<file path="config.mk">
export PLATFORM = sky130hd
export DESIGN_NAME = prr_mac
export DESIGN_NICKNAME = d
export VERILOG_FILES = /design/src/sv/polyphase_rational_resampler_top_defines.svh /design/src/sv/prr_pkg.sv /design/src/sv/prr_mac.sv
export SDC_FILE = /design/constraint.sdc
export NUM_CORES = 2
export LEC_CHECK = 0
export BUFFER_PORTS_ARGS = -buffer_cell sky130_fd_sc_hd__buf_4
export CAP_MARGIN = 0
export CORE_MARGIN = 2
export CORE_UTILIZATION = 66
export DETAILED_ROUTE_END_ITERATION = 7
export PLACE_DENSITY_LB_ADDON = 0.08
export SLEW_MARGIN = 40
export SYNTH_ARGS = -nofsm -noshare
export SYNTH_HDL_FRONTEND = slang
export SYNTH_SLANG_ARGS = --single-unit
</file>
<file path="constraint.sdc">
create_clock -name i_clk -period 9.45 [get_ports i_clk]
set_clock_uncertainty 0.1 [all_clocks]
set_input_delay 1.89 -clock i_clk [delete_from_list [all_inputs] [get_ports i_clk]]
set_output_delay 1.89 -clock i_clk [all_outputs]
set_load 0.02 [all_outputs]
</file>
<file path="src/sv/polyphase_rational_resampler_top_defines.svh">
// Assertion macros shared by the resampler RTL.
// Included by the modules that carry concurrent checks; no other dependencies.
`ifndef POLYPHASE_RATIONAL_RESAMPLER_TOP_DEFINES_SVH
`define POLYPHASE_RATIONAL_RESAMPLER_TOP_DEFINES_SVH

// Same-cycle implication, disabled while reset is asserted.
`define PRR_ASSERT_NOW(name, clk, rst_n, ante, cons, msg) \
    name: assert property (@(posedge clk) disable iff (!rst_n) (ante) |-> (cons)) \
        else $error(msg);

// Next-cycle implication, disabled while reset is asserted.
`define PRR_ASSERT_NEXT(name, clk, rst_n, ante, cons, msg) \
    name: assert property (@(posedge clk) disable iff (!rst_n) (ante) |=> (cons)) \
        else $error(msg);

`endif

</file>
<file path="src/sv/prr_pkg.sv">
// Shared constants, types and control structs of the polyphase resampler.
// No dependencies; imported by every resampler module.
package prr_pkg;

    // Filter geometry.
    localparam int TAPS_PER_PHASE = 32;
    localparam int MAX_INTERP     = 16;
    localparam int HIST_DEPTH     = 32;
    localparam int COEF_DEPTH     = 512;

    // Field widths.
    localparam int SAMP_W  = 16;
    localparam int COEF_W  = 18;
    localparam int FRAC_W  = 16;
    localparam int OUT_W   = 16;
    localparam int FAC_W   = 5;
    localparam int PH_W    = 6;
    localparam int PH_ST_W = 5;
    localparam int HIST_W  = 2 * SAMP_W;

    // Derived widths.
    localparam int TAP_W   = $clog2(TAPS_PER_PHASE);
    localparam int HIST_AW = $clog2(HIST_DEPTH);
    localparam int COEF_AW = $clog2(COEF_DEPTH);
    localparam int PROD_W  = SAMP_W + COEF_W;
    localparam int ACC_W   = PROD_W + TAP_W;
    localparam int SCL_W   = ACC_W + FAC_W;
    localparam int RND_W   = SCL_W + 1 - FRAC_W;

    // Item kind carried in the input tuser.
    typedef enum logic {
        KIND_SAMPLE = 1'b0,
        KIND_COEF   = 1'b1
    } t_kind;

    // Configuration register indexes.
    typedef enum logic {
        REG_INTERP = 1'b0,
        REG_DECI   = 1'b1
    } t_cfg_reg;

    // Sequencer states.
    typedef enum logic [2:0] {
        S_IDLE,
        S_CHECK,
        S_TAPS,
        S_DRAIN,
        S_PUSH,
        S_WRAP
    } t_state;

    // Memory requests from the sequencer.
    typedef struct packed {
        logic               coef_we;
        logic               hist_we;
        logic [HIST_AW-1:0] hist_waddr;
        logic               rd_en;
        logic [COEF_AW-1:0] coef_raddr;
        logic [HIST_AW-1:0] hist_raddr;
    } t_mem_ctrl;

    // Datapath control from the sequencer.
    typedef struct packed {
        logic             issue;
        logic             first;
        logic             last;
        logic             push;
        logic             last_run;
        logic [FAC_W-1:0] ni;
    } t_mac_ctrl;

    // Datapath status back to the sequencer.
    typedef struct packed {
        logic done;
        logic out_free;
    } t_mac_stat;

endpackage

</file>
<file path="src/sv/prr_mac.sv">
// Complex multiply-accumulate, gain, rounding, saturation and output register.
// Depends on prr_pkg; fed by prr_mem read data and prr_seq control.
module prr_mac
    import prr_pkg::*;
(
    input  logic                     i_clk,
    input  logic                     i_rst_n,
    input  t_mac_ctrl                i_ctrl,
    input  logic signed [COEF_W-1:0] i_coef,
    input  logic [HIST_W-1:0]        i_hist,
    output t_mac_stat                o_stat,
    output logic                     o_m_tvalid,
    input  logic                     i_m_tready,
    output logic [2*OUT_W-1:0]       o_m_tdata,
    output logic                     o_m_tlast,
    output logic                     o_m_tuser
);

    localparam logic [SCL_W:0] RND_HALF = (SCL_W + 1)'(1) << (FRAC_W - 1);
    localparam logic [OUT_W-1:0] SAT_POS = {1'b0, {(OUT_W - 1){1'b1}}};
    localparam logic [OUT_W-1:0] SAT_NEG = {1'b1, {(OUT_W - 1){1'b0}}};

    // Pipeline control flags.
    logic r_s0_vld, r_s0_first, r_s0_last;
    logic r_s1_vld, r_s1_first, r_s1_last;
    logic r_s2_done, r_s3_done, r_s4_done;

    // Payload stages.
    logic signed [PROD_W-1:0] r_prod_i, r_prod_q;
    logic signed [ACC_W-1:0]  r_acc_i, r_acc_q;
    logic signed [SCL_W-1:0]  r_scl_i, r_scl_q;
    logic [OUT_W-1:0]         r_res_i, r_res_q;
    logic                     r_res_clip;

    // Output register.
    logic                     r_out_vld;
    logic [OUT_W-1:0]         r_out_i, r_out_q;
    logic                     r_out_last, r_out_clip;

    logic signed [SAMP_W-1:0] samp_i, samp_q;
    logic signed [SCL_W-1:0]  acc_ext_i, acc_ext_q, ni_ext;
    logic [SCL_W:0]           rnd_sum_i, rnd_sum_q;
    logic [RND_W-1:0]         rnd_i, rnd_q;
    logic                     ovf_i, ovf_q;

    // True when the rounded value does not fit the output width.
    function automatic logic ovf(input logic [RND_W-1:0] v);
        logic [RND_W-OUT_W:0] top;
        top = v[RND_W-1:OUT_W-1];
        return !((&top) || !(|top));
    endfunction

    // Clamp to the signed output range.
    function automatic logic [OUT_W-1:0] sat(input logic [RND_W-1:0] v, input logic o);
        logic [OUT_W-1:0] res;
        if (o) begin
            res = v[RND_W-1] ? SAT_NEG : SAT_POS;
        end else begin
            res = v[OUT_W-1:0];
        end
        return res;
    endfunction

    assign samp_i = i_hist[SAMP_W-1:0];
    assign samp_q = i_hist[HIST_W-1:SAMP_W];

    // Control flags follow the memory read latency and the datapath stages.
    always_ff @(posedge i_clk) begin
        if (!i_rst_n) begin
            r_s0_vld  <= 1'b0;
            r_s1_vld  <= 1'b0;
            r_s2_done <= 1'b0;
            r_s3_done <= 1'b0;
            r_s4_done <= 1'b0;
        end else begin
            r_s0_vld  <= i_ctrl.issue;
            r_s1_vld  <= r_s0_vld;
            r_s2_done <= r_s1_vld && r_s1_last;
            r_s3_done <= r_s2_done;
            r_s4_done <= r_s3_done;
        end
    end

    always_ff @(posedge i_clk) begin
        r_s0_first <= i_ctrl.first;
        r_s0_last  <= i_ctrl.last;
        r_s1_first <= r_s0_first;
        r_s1_last  <= r_s0_last;
    end

    // Tap products, one complex pair per cycle.
    always_ff @(posedge i_clk) begin
        if (r_s0_vld) begin
            r_prod_i <= PROD_W'(i_coef) * PROD_W'(samp_i);
            r_prod_q <= PROD_W'(i_coef) * PROD_W'(samp_q);
        end
    end

    // Accumulator, restarted on the first tap of each output.
    always_ff @(posedge i_clk) begin
        if (r_s1_vld) begin
            if (r_s1_first) begin
                r_acc_i <= ACC_W'(r_prod_i);
                r_acc_q <= ACC_W'(r_prod_q);
            end else begin
                r_acc_i <= r_acc_i + ACC_W'(r_prod_i);
                r_acc_q <= r_acc_q + ACC_W'(r_prod_q);
            end
        end
    end

    // Gain by the interpolation factor.
    assign acc_ext_i = SCL_W'(r_acc_i);
    assign acc_ext_q = SCL_W'(r_acc_q);
    assign ni_ext    = SCL_W'(i_ctrl.ni);

    always_ff @(posedge i_clk) begin
        if (r_s2_done) begin
            r_scl_i <= acc_ext_i * ni_ext;
            r_scl_q <= acc_ext_q * ni_ext;
        end
    end

    // Round half up from the fractional bits, then saturate.
    assign rnd_sum_i = {r_scl_i[SCL_W-1], r_scl_i} + RND_HALF;
    assign rnd_sum_q = {r_scl_q[SCL_W-1], r_scl_q} + RND_HALF;
    assign rnd_i     = rnd_sum_i[SCL_W:FRAC_W];
    assign rnd_q     = rnd_sum_q[SCL_W:FRAC_W];
    assign ovf_i     = ovf(rnd_i);
    assign ovf_q     = ovf(rnd_q);

    always_ff @(posedge i_clk) begin
        if (r_s3_done) begin
            r_res_i    <= sat(rnd_i, ovf_i);
            r_res_q    <= sat(rnd_q, ovf_q);
            r_res_clip <= ovf_i || ovf_q;
        end
    end

    // Output register, loaded by the sequencer when the slot is free.
    always_ff @(posedge i_clk) begin
        if (!i_rst_n) begin
            r_out_vld <= 1'b0;
        end else if (i_ctrl.push) begin
            r_out_vld <= 1'b1;
        end else if (i_m_tready) begin
            r_out_vld <= 1'b0;
        end
    end

    always_ff @(posedge i_clk) begin
        if (i_ctrl.push) begin
            r_out_i    <= r_res_i;
            r_out_q    <= r_res_q;
            r_out_last <= i_ctrl.last_run;
            r_out_clip <= r_res_clip;
        end
    end

    assign o_stat.done     = r_s4_done;
    assign o_stat.out_free = !r_out_vld || i_m_tready;
    assign o_m_tvalid      = r_out_vld;
    assign o_m_tdata       = {r_out_q, r_out_i};
    assign o_m_tlast       = r_out_last;
    assign o_m_tuser       = r_out_clip;

endmodule

</file>
==> results.ini <==
[routing]
met2WireLength_um = 44500
vias_per_cell = 5.63
first_pass_iters = 7
antenna_left = 0
wire_per_inst_um = 17.1
wirelength_um = 101000
wl_met1_um = 47100
wl_met3_um = 7890
drtIter0Drc = 2124
vias = 33300
highest_layer = met4
route.detailed.drc = 0

[synth]
synth_nets = 6282
async_flop_share = 0
yosysUniqueCellTypes = 81
yosysTopAreaCell = fa_1
yosys-top-cells-area = fa_1 34%, edfxtp_1 17%, ha_1 11%
synth-edff-count = 271
ys.flop_type = edfxtp_1
netlist_area_mm2 = 0.0476
synth-seq-cells = 281
avgSynthCellArea_um2 = 9.54
synth_top_area_share = 0.342
ys.warnings.count = 0
syn_inst = 4993
yosysSeqAreaShare = 0.175

[place]
routabilityCongestion = 0.912
pre_cts_slack_ps = 1100
io_buffers = 99
post-dp-hpwl_um = 80300

[clock_tree]
clk_transition_reported_paths_ps = 60
clockBufferDepth = 3
cts_sinks = 281
root_buffer = clkbuf_16
cts_buffers = 28
postCtsSetupBuffers = 0
ctsHoldBuffers = 0
cts_resized = 0
clk_latency_ps = 570
tritoncts = yes
cts_htree_levels = 1

[global_routing]
first_global_vias = 34500
grt_antenna_before_repair = 1
grt_max_degree = 80
grt_pass1_wl_um = 171000
grtUsageTotal = 0.282
grt_overflow_total = 0

[timing]
period_needed_ps = 7800
setup-tns-final_ps = 0
fin_crit_sh = 0.825
slew_headroom = 0.457
worst_pin_slew_ps = 813
setup_slack_ps = 1650
rsz0062_at_grt = false
hold_viol_final = 0
fmaxAchievable_mhz = 128
setup_violations = 0
slew_violations = 0

[floorplan]
ios = 100
rows = 98
die_area_mm2 = 0.0743
initial_core_util = 0.666
die_height_um = 273
die_width_um = 273
core-area_mm2 = 0.0715

[critical_path]
critPathCaptureType = flop
crit_chain = buf_4, nand2_1, fa_1, fa_1, fa_1, fa_1, inv_1, fa_1, fa_1, ha_1, a21o_1, a21o_1, a21o_1, a221oi_1, a211oi_1, nor3_1, or2_2, o2111ai_1, a21oi_1, xnor2_1
r2r_cells = 17
slowest_delay_ps = 590
critPathMaxFanout = 32
crit_slowest_cell = fa_1
worst-setup-path-type = primary input to flop
critPathRequiredTime_ps = 9650
arrival_ps = 8000
crit_top_cell = fa_1
worst_setup_path_start_kind = primary input

[cells_and_area]
area_growth_pct = 4.89
drive_gt1_frac = 0.0418
utilization = 0.699
num-nets-final = 6242
antenna_cells = 0

[run]
cap_violations = 0

[worst_hold_path]
min_path_cells = 0
hold_class = flop to flop

[outcome]
status = finished clean

## sequential cells by signal, indices dropped and copies added (netlist names), 16 cells and up
signal and cells:
r_acc_q 39, r_prod_i 34, r_out_q 16, r_acc_i 39
r_prod_q 34, r_scl_i 29, r_out_i 16, r_scl_q 29
r_res_q 16, r_res_i 16
## cell families (layout without fill, tap and decap cells)
| family | Yosys count | after routing | synth area share |
|---|---|---|---|
| AO/OA/AOI/OAI | 665 | 665 | 0.0888 |
| XOR/XNOR | 222 | 222 | 0.0408 |
| adder cells (fa/ha/maj) | 1226 | 1226 | 0.451 |
| buffers and inverters | 1081 | 1062 | 0.0861 |
| flip-flops | 281 | 281 | 0.175 |
| multiplexers | 6 | 6 | 0.00134 |
| AND/OR/NAND/NOR | 1512 | 1512 | 0.157 |
## synthesized netlist by cell type (all sizes together), types with 9 or more instances
master,n
a211oi,25
buf,13
nor2b,16
o21a,30
o211ai,11
a21o,103
nand4,30
a21oi,193
nor2,152
edfxtp,271
xor2,74
o21bai,27
nand2b,31
nor4,12
inv,901
nand2,633
o31ai,12
fa,814
and2,458
dfxtp,10
nand3,53
ha,412
clkbuf,167
xnor2,148
o21ai,152
a31o,9
nor3,44
and3,37
a31oi,28
and4,10
## placed cells by master (no fill, tap or decap), types with 51 or more instances in the layout
| master | n |
|---|---|
| a21o_1 | 103 |
| xnor2_1 | 148 |
| xor2_1 | 74 |
| buf_4 | 108 |
| edfxtp_1 | 271 |
| nor2_1 | 150 |
| a21oi_1 | 183 |
| and2_1 | 458 |
| ha_1 | 412 |
| fa_1 | 814 |
| inv_1 | 901 |
| o21ai_0 | 152 |
| nand3_1 | 51 |
| nand2_1 | 632 |
## critical path, delay by kind of cell
family	cells	cell delay, ps
fa+ha+maj	7	3360
simple gates	3	630
buf+inv	2	380
xor+xnor	1	80
compound gates	7	1650
## routing by layer
layer,vias to the layer above,track usage
met1,16400,0.420
met5,-,0
li1,15800,-
met2,1098,0.444
met3,104,0.0462
met4,0,0.0526
## final timing paths
| check | slack, ps | endpoint | from |
|---|---|---|---|
| setup / recovery | 1650 | r_prod_i[33] | i_coef[10] |
| hold / removal | 220 | r_s1_first | r_s0_first |
| setup reg to reg | 3670 | r_scl_q[43] | r_acc_q[5] |
| hold reg to reg | 220 | r_s1_first | r_s0_first |
## per-stage QoR
stage	hold WS (ps)	std cells	area, µm²
2_1_floorplan	210	4993	47600
3_3_place_gp	211	5873	48900
3_5_place_dp	216	5873	48900
4_1_cts	221	5924	49900
5_1_grt	220	5924	49900
6_report	220	5924	49900
## area by class of cell
type	instances	area, µm²
Clock buffer	31	733
Clock inverter	20	273
Fill cell	5577	21500
Inverter	901	3380
Multi-Input combinational cell	3631	35200
Sequential cell	281	8350
Tap cell	950	1190
Timing Repair Buffer	110	833
Power is not shown: default switching activity piles up to over one toggle a cycle in this logic, so the estimate is an artifact.
