File: src/sv/polyphase_rational_resampler_top_defines.svh
// Assertion macros shared by the resampler RTL.
// Included by the modules that carry concurrent checks; no other dependencies.
`ifndef POLYPHASE_RATIONAL_RESAMPLER_TOP_DEFINES_SVH
`define POLYPHASE_RATIONAL_RESAMPLER_TOP_DEFINES_SVH

// Same-cycle implication, disabled while reset is asserted.
`define PRR_ASSERT_NOW(name, clk, rst_n, ante, cons, msg) \
    name: assert property (@(posedge clk) disable iff (!rst_n) (ante) |-> (cons)) \
        else $error(msg);

// Next-cycle implication, disabled while reset is asserted.
`define PRR_ASSERT_NEXT(name, clk, rst_n, ante, cons, msg) \
    name: assert property (@(posedge clk) disable iff (!rst_n) (ante) |=> (cons)) \
        else $error(msg);

`endif

File: src/sv/prr_pkg.sv
// Shared constants, types and control structs of the polyphase resampler.
// No dependencies; imported by every resampler module.
package prr_pkg;

    // Filter geometry.
    localparam int TAPS_PER_PHASE = 32;
    localparam int MAX_INTERP     = 16;
    localparam int HIST_DEPTH     = 32;
    localparam int COEF_DEPTH     = 512;

    // Field widths.
    localparam int SAMP_W  = 16;
    localparam int COEF_W  = 18;
    localparam int FRAC_W  = 16;
    localparam int OUT_W   = 16;
    localparam int FAC_W   = 5;
    localparam int PH_W    = 6;
    localparam int PH_ST_W = 5;
    localparam int HIST_W  = 2 * SAMP_W;

    // Derived widths.
    localparam int TAP_W   = $clog2(TAPS_PER_PHASE);
    localparam int HIST_AW = $clog2(HIST_DEPTH);
    localparam int COEF_AW = $clog2(COEF_DEPTH);
    localparam int PROD_W  = SAMP_W + COEF_W;
    localparam int ACC_W   = PROD_W + TAP_W;
    localparam int SCL_W   = ACC_W + FAC_W;
    localparam int RND_W   = SCL_W + 1 - FRAC_W;

    // Item kind carried in the input tuser.
    typedef enum logic {
        KIND_SAMPLE = 1'b0,
        KIND_COEF   = 1'b1
    } t_kind;

    // Configuration register indexes.
    typedef enum logic {
        REG_INTERP = 1'b0,
        REG_DECI   = 1'b1
    } t_cfg_reg;

    // Sequencer states.
    typedef enum logic [2:0] {
        S_IDLE,
        S_CHECK,
        S_TAPS,
        S_DRAIN,
        S_PUSH,
        S_WRAP
    } t_state;

    // Memory requests from the sequencer.
    typedef struct packed {
        logic               coef_we;
        logic               hist_we;
        logic [HIST_AW-1:0] hist_waddr;
        logic               rd_en;
        logic [COEF_AW-1:0] coef_raddr;
        logic [HIST_AW-1:0] hist_raddr;
    } t_mem_ctrl;

    // Datapath control from the sequencer.
    typedef struct packed {
        logic             issue;
        logic             first;
        logic             last;
        logic             push;
        logic             last_run;
        logic [FAC_W-1:0] ni;
    } t_mac_ctrl;

    // Datapath status back to the sequencer.
    typedef struct packed {
        logic done;
        logic out_free;
    } t_mac_stat;

endpackage

File: src/sv/prr_seq.sv
// Sequencer: configuration registers, phase bookkeeping and tap address generation.
// Depends on prr_pkg and the assertion macros header; drives prr_mem and prr_mac.
`include "polyphase_rational_resampler_top_defines.svh"

module prr_seq
    import prr_pkg::*;
(
    input  logic             i_clk,
    input  logic             i_rst_n,
    input  logic             i_s_tvalid,
    input  logic             i_kind,
    output logic             o_s_tready,
    input  logic             i_cfg_valid,
    output logic             o_cfg_ready,
    input  logic             i_cfg_index,
    input  logic [FAC_W-1:0] i_cfg_data,
    input  t_mac_stat        i_stat,
    output t_mem_ctrl        o_mem,
    output t_mac_ctrl        o_mac
);

    t_state             r_state, n_state;
    logic [FAC_W-1:0]   r_interp_cfg, r_deci_cfg;
    logic [HIST_AW-1:0] r_wptr, r_newest, r_haddr;
    logic [PH_W-1:0]    r_phase, n_phase_step;
    logic [FAC_W-1:0]   r_ni, r_nd, n_ni, n_nd;
    logic [COEF_AW-1:0] r_caddr;
    logic [TAP_W-1:0]   r_tap;
    logic [PH_W-1:0]    phase_wrap;
    logic               in_acc, samp_acc, coef_acc, cfg_acc;
    logic               below, tap_last, push_ok;

    assign o_s_tready  = (r_state == S_IDLE);
    assign o_cfg_ready = 1'b1;
    assign in_acc      = i_s_tvalid && o_s_tready;
    assign samp_acc    = in_acc && (t_kind'(i_kind) == KIND_SAMPLE);
    assign coef_acc    = in_acc && (t_kind'(i_kind) == KIND_COEF);
    assign cfg_acc     = i_cfg_valid && o_cfg_ready;

    assign below        = (r_phase < PH_W'(r_ni));
    assign tap_last     = (r_tap == TAP_W'(TAPS_PER_PHASE - 1));
    assign push_ok      = (r_state == S_PUSH) && i_stat.out_free;
    assign n_phase_step = r_phase + PH_W'(r_nd);
    assign phase_wrap   = r_phase - PH_W'(r_ni);

    // Effective factors: zero acts as one, interpolation clamps at its maximum.
    always_comb begin
        n_ni = r_interp_cfg;
        if (r_interp_cfg == '0) begin
            n_ni = FAC_W'(1);
        end else if (r_interp_cfg > FAC_W'(MAX_INTERP)) begin
            n_ni = FAC_W'(MAX_INTERP);
        end
        n_nd = (r_deci_cfg == '0) ? FAC_W'(1) : r_deci_cfg;
    end

    // Next state.
    always_comb begin
        n_state = r_state;
        unique case (r_state)
            S_IDLE: begin
                if (samp_acc) begin
                    n_state = S_CHECK;
                end
            end
            S_CHECK: n_state = below ? S_TAPS : S_WRAP;
            S_TAPS: begin
                if (tap_last) begin
                    n_state = S_DRAIN;
                end
            end
            S_DRAIN: begin
                if (i_stat.done) begin
                    n_state = S_PUSH;
                end
            end
            S_PUSH: begin
                if (i_stat.out_free) begin
                    n_state = S_CHECK;
                end
            end
            S_WRAP:  n_state = S_IDLE;
            default: n_state = S_IDLE;
        endcase
    end

    // Memory and datapath control.
    always_comb begin
        o_mem.coef_we    = coef_acc;
        o_mem.hist_we    = samp_acc;
        o_mem.hist_waddr = r_wptr;
        o_mem.rd_en      = (r_state == S_TAPS);
        o_mem.coef_raddr = r_caddr;
        o_mem.hist_raddr = r_haddr;
        o_mac.issue      = (r_state == S_TAPS);
        o_mac.first      = (r_tap == '0);
        o_mac.last       = tap_last;
        o_mac.push       = push_ok;
        o_mac.last_run   = (n_phase_step >= PH_W'(r_ni));
        o_mac.ni         = r_ni;
    end

    // Control state.
    always_ff @(posedge i_clk) begin
        if (!i_rst_n) begin
            r_state      <= S_IDLE;
            r_interp_cfg <= FAC_W'(1);
            r_deci_cfg   <= FAC_W'(1);
            r_wptr       <= '0;
            r_phase      <= '0;
        end else begin
            r_state <= n_state;
            if (cfg_acc) begin
                unique case (t_cfg_reg'(i_cfg_index))
                    REG_INTERP: r_interp_cfg <= i_cfg_data;
                    REG_DECI:   r_deci_cfg   <= i_cfg_data;
                    default:    r_interp_cfg <= r_interp_cfg;
                endcase
            end
            if (samp_acc) begin
                r_wptr <= r_wptr + HIST_AW'(1);
            end
            if (push_ok) begin
                r_phase <= n_phase_step;
            end else if (r_state == S_WRAP) begin
                r_phase <= {1'b0, phase_wrap[PH_ST_W-1:0]};
            end
        end
    end

    // Per-item and per-output working registers.
    always_ff @(posedge i_clk) begin
        if (samp_acc) begin
            r_newest <= r_wptr;
            r_ni     <= n_ni;
            r_nd     <= n_nd;
        end
        if (r_state == S_CHECK) begin
            r_caddr <= COEF_AW'(r_phase);
            r_haddr <= r_newest;
            r_tap   <= '0;
        end else if (r_state == S_TAPS) begin
            r_caddr <= r_caddr + COEF_AW'(r_ni);
            r_haddr <= r_haddr - HIST_AW'(1);
            r_tap   <= r_tap + TAP_W'(1);
        end
    end

    // A finished sum only arrives while the sequencer waits for it.
    `PRR_ASSERT_NOW(a_done_in_drain, i_clk, i_rst_n, i_stat.done, r_state == S_DRAIN, "result completed outside drain")
    // Every emitted output belongs to a phase below the interpolation factor.
    `PRR_ASSERT_NOW(a_push_below, i_clk, i_rst_n, push_ok, below, "output pushed with phase out of range")
    // Between items the stored phase fits in its low PH_ST_W bits.
    `PRR_ASSERT_NOW(a_phase_idle, i_clk, i_rst_n, r_state == S_IDLE, r_phase[PH_W-1] == 1'b0, "idle phase overflow")
    // Each output starts at the newest sample.
    `PRR_ASSERT_NOW(a_first_tap, i_clk, i_rst_n, (r_state == S_TAPS) && (r_tap == '0), r_haddr == r_newest, "first tap not at newest sample")
    // A sample transaction advances the write pointer by exactly one.
    `PRR_ASSERT_NEXT(a_wptr_step, i_clk, i_rst_n, samp_acc, r_wptr == $past(r_wptr) + HIST_AW'(1), "write pointer misstep")

endmodule

File: config.mk
export PLATFORM = sky130hd
export DESIGN_NAME = prr_seq
export DESIGN_NICKNAME = d
export VERILOG_FILES = /design/src/sv/prr_pkg.sv /design/src/sv/prr_seq.sv
export VERILOG_INCLUDE_DIRS = /design/src /design/src/sv
export SDC_FILE = /design/constraint.sdc
export NUM_CORES = 1
export LEC_CHECK = 0
export BUFFER_PORTS_ARGS = -buffer_cell sky130_fd_sc_hd__buf_2
export CAP_MARGIN = 20
export CELL_PAD_IN_SITES_DETAIL_PLACEMENT = 1
export CELL_PAD_IN_SITES_GLOBAL_PLACEMENT = 1
export CORE_MARGIN = 2
export CORE_UTILIZATION = 44
export DETAILED_ROUTE_END_ITERATION = 10
export PLACE_DENSITY_LB_ADDON = 0.1
export SKIP_LAST_GASP = 1
export SYNTH_ARGS = -nofsm -noshare
export SYNTH_HDL_FRONTEND = slang
export SYNTH_SLANG_ARGS = --single-unit
File: constraint.sdc
create_clock -name i_clk -period 3.2 [get_ports i_clk]
set_input_delay 0.16 -clock i_clk [delete_from_list [all_inputs] [get_ports i_clk]]
set_output_delay 0.16 -clock i_clk [all_outputs]
set_load 0.005 [all_outputs]
==> run_results.csv <==
group,metric,value,unit
run_status,status,"completed",
finish,antennaDiodeCount,0,
yosys,synth_edf_count,26,
sta,clock.fmax,0.333,GHz
power_and_ir_drop,p_leak,1.58,nW
clock_tree,cts_htree_levels,3,
yosys,synth_cell_types,48,
floorplanning,coreArea,0.00714,sq mm
worst_hold_path,hp-class,"in2reg",
clock_tree,cts_setup_buffers,0,
sta,tns,0,ns
yosys,synthArstFlopShare,0,%
detailed_routing,via_count,2419,
yosys,syn_nets,368,
yosys,avgSynthCellArea,9.83,sq um
power_and_ir_drop,power_density,806,mW/mm^2
sta,min_period_over_period,93.8,%
worst_hold_path,holdPathStages,3,
place,port_buffers,45,
worst_setup_path,worstReg2RegStart,"r_ni[0]$_SDFFCE_PN1P_",
worst_setup_path,setup.worst_path.start_class,"flop",
worst_setup_path,r2r.worst_path.cells,7,
yosys,synthFlopType,"dfxtp_1",
detailed_routing,drcViolationCount,0,
flow_run,drv_cap,0,
worst_setup_path,cp_max_fo,2,
finish,fin_nets,404,
floorplanning,fp.dieW,89.2,microns
worst_setup_path,r2r_end,"r_caddr[8]$_SDFFE_PP0P_",
yosys,syn_area,0.00320,sq mm
worst_setup_path,crit_type,"reg2out",
finish,area_delta_synth_final,13.9,%
sta,slew_viol_final,0,
floorplanning,initial_core_util,44.8,%
sta,setup-violations-final,0,
floorplanning,die_height,89.2,microns
clock_tree,clock-root-buffer,"clkbuf_8",
place,dp_hpwl,5.13,mm
sta,fin_crit,3.00,ns
detailed_routing,vias_per_cell,5.20,
worst_hold_path,holdCritStartpoint,"i_cfg_data[0]",
power_and_ir_drop,ir_drop,0.282,mV
clock_tree,cts.sinks,58,
clock_tree,postCtsResizedCells,0,
global_route,overflow,0,
detailed_routing,drt-pass1-iter-count,4,
power_and_ir_drop,intPower,1.89,mW
sta,slew_headroom,57.7,%
detailed_routing,wl_per_cell,15.2,microns
power_and_ir_drop,p_seq_share,40.2,%
global_route,antenna_found_initial,0,
worst_setup_path,cp-end-kind,"output pin",
clock_tree,clkLatencyLatePin,0.35,ns
power_and_ir_drop,p_sw,1.04,mW
clock_tree,clk_pin_slew_worst_paths,0.06,ns
finish,fillers,860,
global_route,grt_pass1_vias,2358,
worst_setup_path,crit_arrival,2.84,ns
sta,fin_skew,0.0104,ns
place,dpl_worst_slack,0.587,ns
clock_tree,cts_buffers,9,
detailed_routing,drt_wl_total,7.05,mm
yosys,synth_seq_cells,58,
sta,timing.final.hold_violations,0,
detailed_routing,drtIter0Drc,52,
floorplanning,row_count,31,
floorplanning,pin_count,47,
detailed_routing,postRouteAntennaNets,0,
yosys,synthCells,325,
sta,rsz0062_at_grt,"no",
power_and_ir_drop,p_sw_share,35.5,%
global_route,grtUsageTotal,19.1,%
finish,drive_gt1_share,17.2,%
yosys,yosys_warnings,0,
sta,tightest_slew,0.634,ns
floorplanning,fp.dieArea,0.00796,sq mm
power_and_ir_drop,pwr-share-comb,34.4,%
worst_setup_path,reg2reg_slack,1.10,ns
worst_setup_path,worstPathRequired,3.04,ns
yosys,ys_seq_area_share,44.5,%
clock_tree,clockBufferDepth,2,
power_and_ir_drop,power_frac_clock,25.4,%
global_route,grt_pass1_wl,11.3,mm
clock_tree,cts_tree,"built",
clock_tree,hold_buffers,0,
place,gp_congestion,0.776,
sta,finalWorstSetupSlack,0.197,ns
worst_hold_path,hold_end,"r_deci_cfg[0]$_SDFFE_PN1P_",
global_route,grt_max_degree,26,
## cell families after synthesis
logic type | after synthesis | synth area share (%)
flip-flops | 58 | 44.5
other | 1 | 0.117
AO/OA/AOI/OAI | 68 | 13.2
adder cells (fa/ha/maj) | 30 | 12.5
multiplexers | 8 | 2.51
AND/OR/NAND/NOR | 103 | 16.4
XOR/XNOR | 18 | 4.93
buffers and inverters | 39 | 5.91
## placed cells by master (no fill, tap or decap), types with 2 or more instances in the layout
| cell type | n |
|---|---|
| a211oi_1 | 5 |
| xnor2_1 | 9 |
| nand3b_1 | 2 |
| ha_1 | 27 |
| nand4_1 | 4 |
| o21ai_0 | 21 |
| nand2b_1 | 2 |
| o22ai_1 | 3 |
| buf_2 | 45 |
| a21o_1 | 5 |
| a21boi_0 | 5 |
| nand3_1 | 10 |
| clkinvlp_4 | 2 |
| nor3_1 | 4 |
| nor2b_1 | 13 |
| clkbuf_1 | 2 |
| bufinv_16 | 2 |
| xor2_1 | 9 |
| nand2_1 | 24 |
| fa_1 | 3 |
| edfxtp_1 | 26 |
| or3_1 | 2 |
| clkbuf_8 | 9 |
| inv_1 | 17 |
| o31ai_1 | 3 |
| o211ai_1 | 2 |
| a221oi_1 | 2 |
| a21oi_1 | 15 |
| dfxtp_1 | 32 |
| and2_1 | 9 |
| nor2_1 | 25 |
| mux2i_1 | 8 |
## worst max-delay path, cell delays in order, from the launching register on
cell      delay (ns)
edfxtp_1        0.39
ha_1            0.23
fa_1            0.41
a21o_1          0.20
a21oi_1         0.19
xnor2_1         0.19
ha_1            0.27
o21ai_0         0.07
nor2_1          0.05
or3_1           0.36
buf_2           0.14
## power by group through the flow
stage | registers, mW | clock network [mW] | logic, mW
after floorplan | 1.14 | 0 | 0.766
after global routing | 1.21 | 0.799 | 1.17
after global placement | 1.19 | 0 | 0.995
after CTS | 1.18 | 0.765 | 1.03
after detailed placement | 1.19 | 0 | 1.02
final | 1.18 | 0.746 | 1.01
## metal layers
metal  share of wire (%)  vias up  GRT usage [%]
met4                 1.8        0           8.41
met3                 3.8       13           4.16
met1                  46     1156           23.5
met5                   0        -              0
li1                    -     1202              -
met2                  49       48           32.1
## area by class of cell
class	count	area, sq um	share of cell area, %
multi-input cells	228	1590	43.5
inverters	18	67.6	1.86
repair buffers	46	233	6.39
clock inverters	5	78.8	2.16
well taps	99	124	3.40
flip-flops and latches	58	1420	39.0
clock buffers	11	131	3.61
## registers in the layout (all words and copies together), names as in the netlist
name          count
r_interp_cfg      5
r_haddr           5
r_ni              5
r_wptr            5
r_deci_cfg        5
r_caddr           9
r_nd              5
r_state           3
r_newest          5
r_tap             5
r_phase           6
## cells in the mapped netlist (2+ instances only)
master / number / area, sq um
dfxtp_1: 32 / 641
or3_1: 2 / 12.5
edfxtp_1: 26 / 781
and2_1: 9 / 56.3
buf_6: 2 / 22.5
nor3_1: 4 / 20.0
mux2i_1: 8 / 80.1
nand3b_1: 2 / 15.0
nand2_1: 24 / 90.1
a21boi_0: 5 / 37.5
ha_1: 27 / 338
xor2_1: 9 / 78.8
buf_4: 6 / 45.0
o31ai_1: 3 / 22.5
inv_1: 17 / 63.8
nor2_1: 25 / 93.8
nand4_1: 4 / 25.0
buf_2: 4 / 20.0
fa_1: 3 / 60.1
nor2b_1: 13 / 81.3
o211ai_1: 2 / 15.0
o22ai_1: 3 / 18.8
a21o_1: 5 / 37.5
a21oi_1: 15 / 75.1
nand3_1: 10 / 50.1
nand2b_1: 2 / 12.5
a221oi_1: 2 / 17.5
xnor2_1: 9 / 78.8
o21ai_0: 21 / 105
a211oi_1: 5 / 37.5
clkbuf_1: 9 / 33.8
## worst max path at each step
stage / endpoint / slack (ns) / from / depth (start not counted)
3_3_place_gp: o_mac[5] / 0.68 / r_nd[0]$_SDFFCE_PN1P_ / 10
4_1_cts: o_mac[5] / 0.20 / r_nd[0]$_SDFFCE_PN1P_ / 10
3_5_place_dp: o_mac[5] / 0.59 / r_nd[0]$_SDFFCE_PN1P_ / 10
5_1_grt: o_mac[5] / 0.09 / r_nd[0]$_SDFFCE_PN1P_ / 10
2_1_floorplan: o_mac[5] / 0.91 / r_nd[0]$_SDFFCE_PN1P_ / 9
6_report: o_mac[5] / 0.20 / r_nd[0]$_SDFFCE_PN1P_ / 10
## stage by stage
| step | instances | utilization (%) | power, mW | hold slack (ns) | area [sq um] |
|---|---|---|---|---|---|
| 5_1_grt | 465 | 51.0 | 3.17 | 0.0828 | 3640 |
| 2_1_floorplan | 325 | - | 1.91 | 0.285 | 3200 |
| 3_3_place_gp | 449 | 48.1 | 2.19 | 0.401 | 3430 |
| 3_5_place_dp | 449 | 48.1 | 2.22 | 0.421 | 3430 |
| 6_report | 465 | 51.0 | 2.93 | 0.0765 | 3640 |
| 4_1_cts | 465 | 51.0 | 2.97 | 0.0641 | 3640 |
Note: power is estimated with default switching activity, not from simulation.
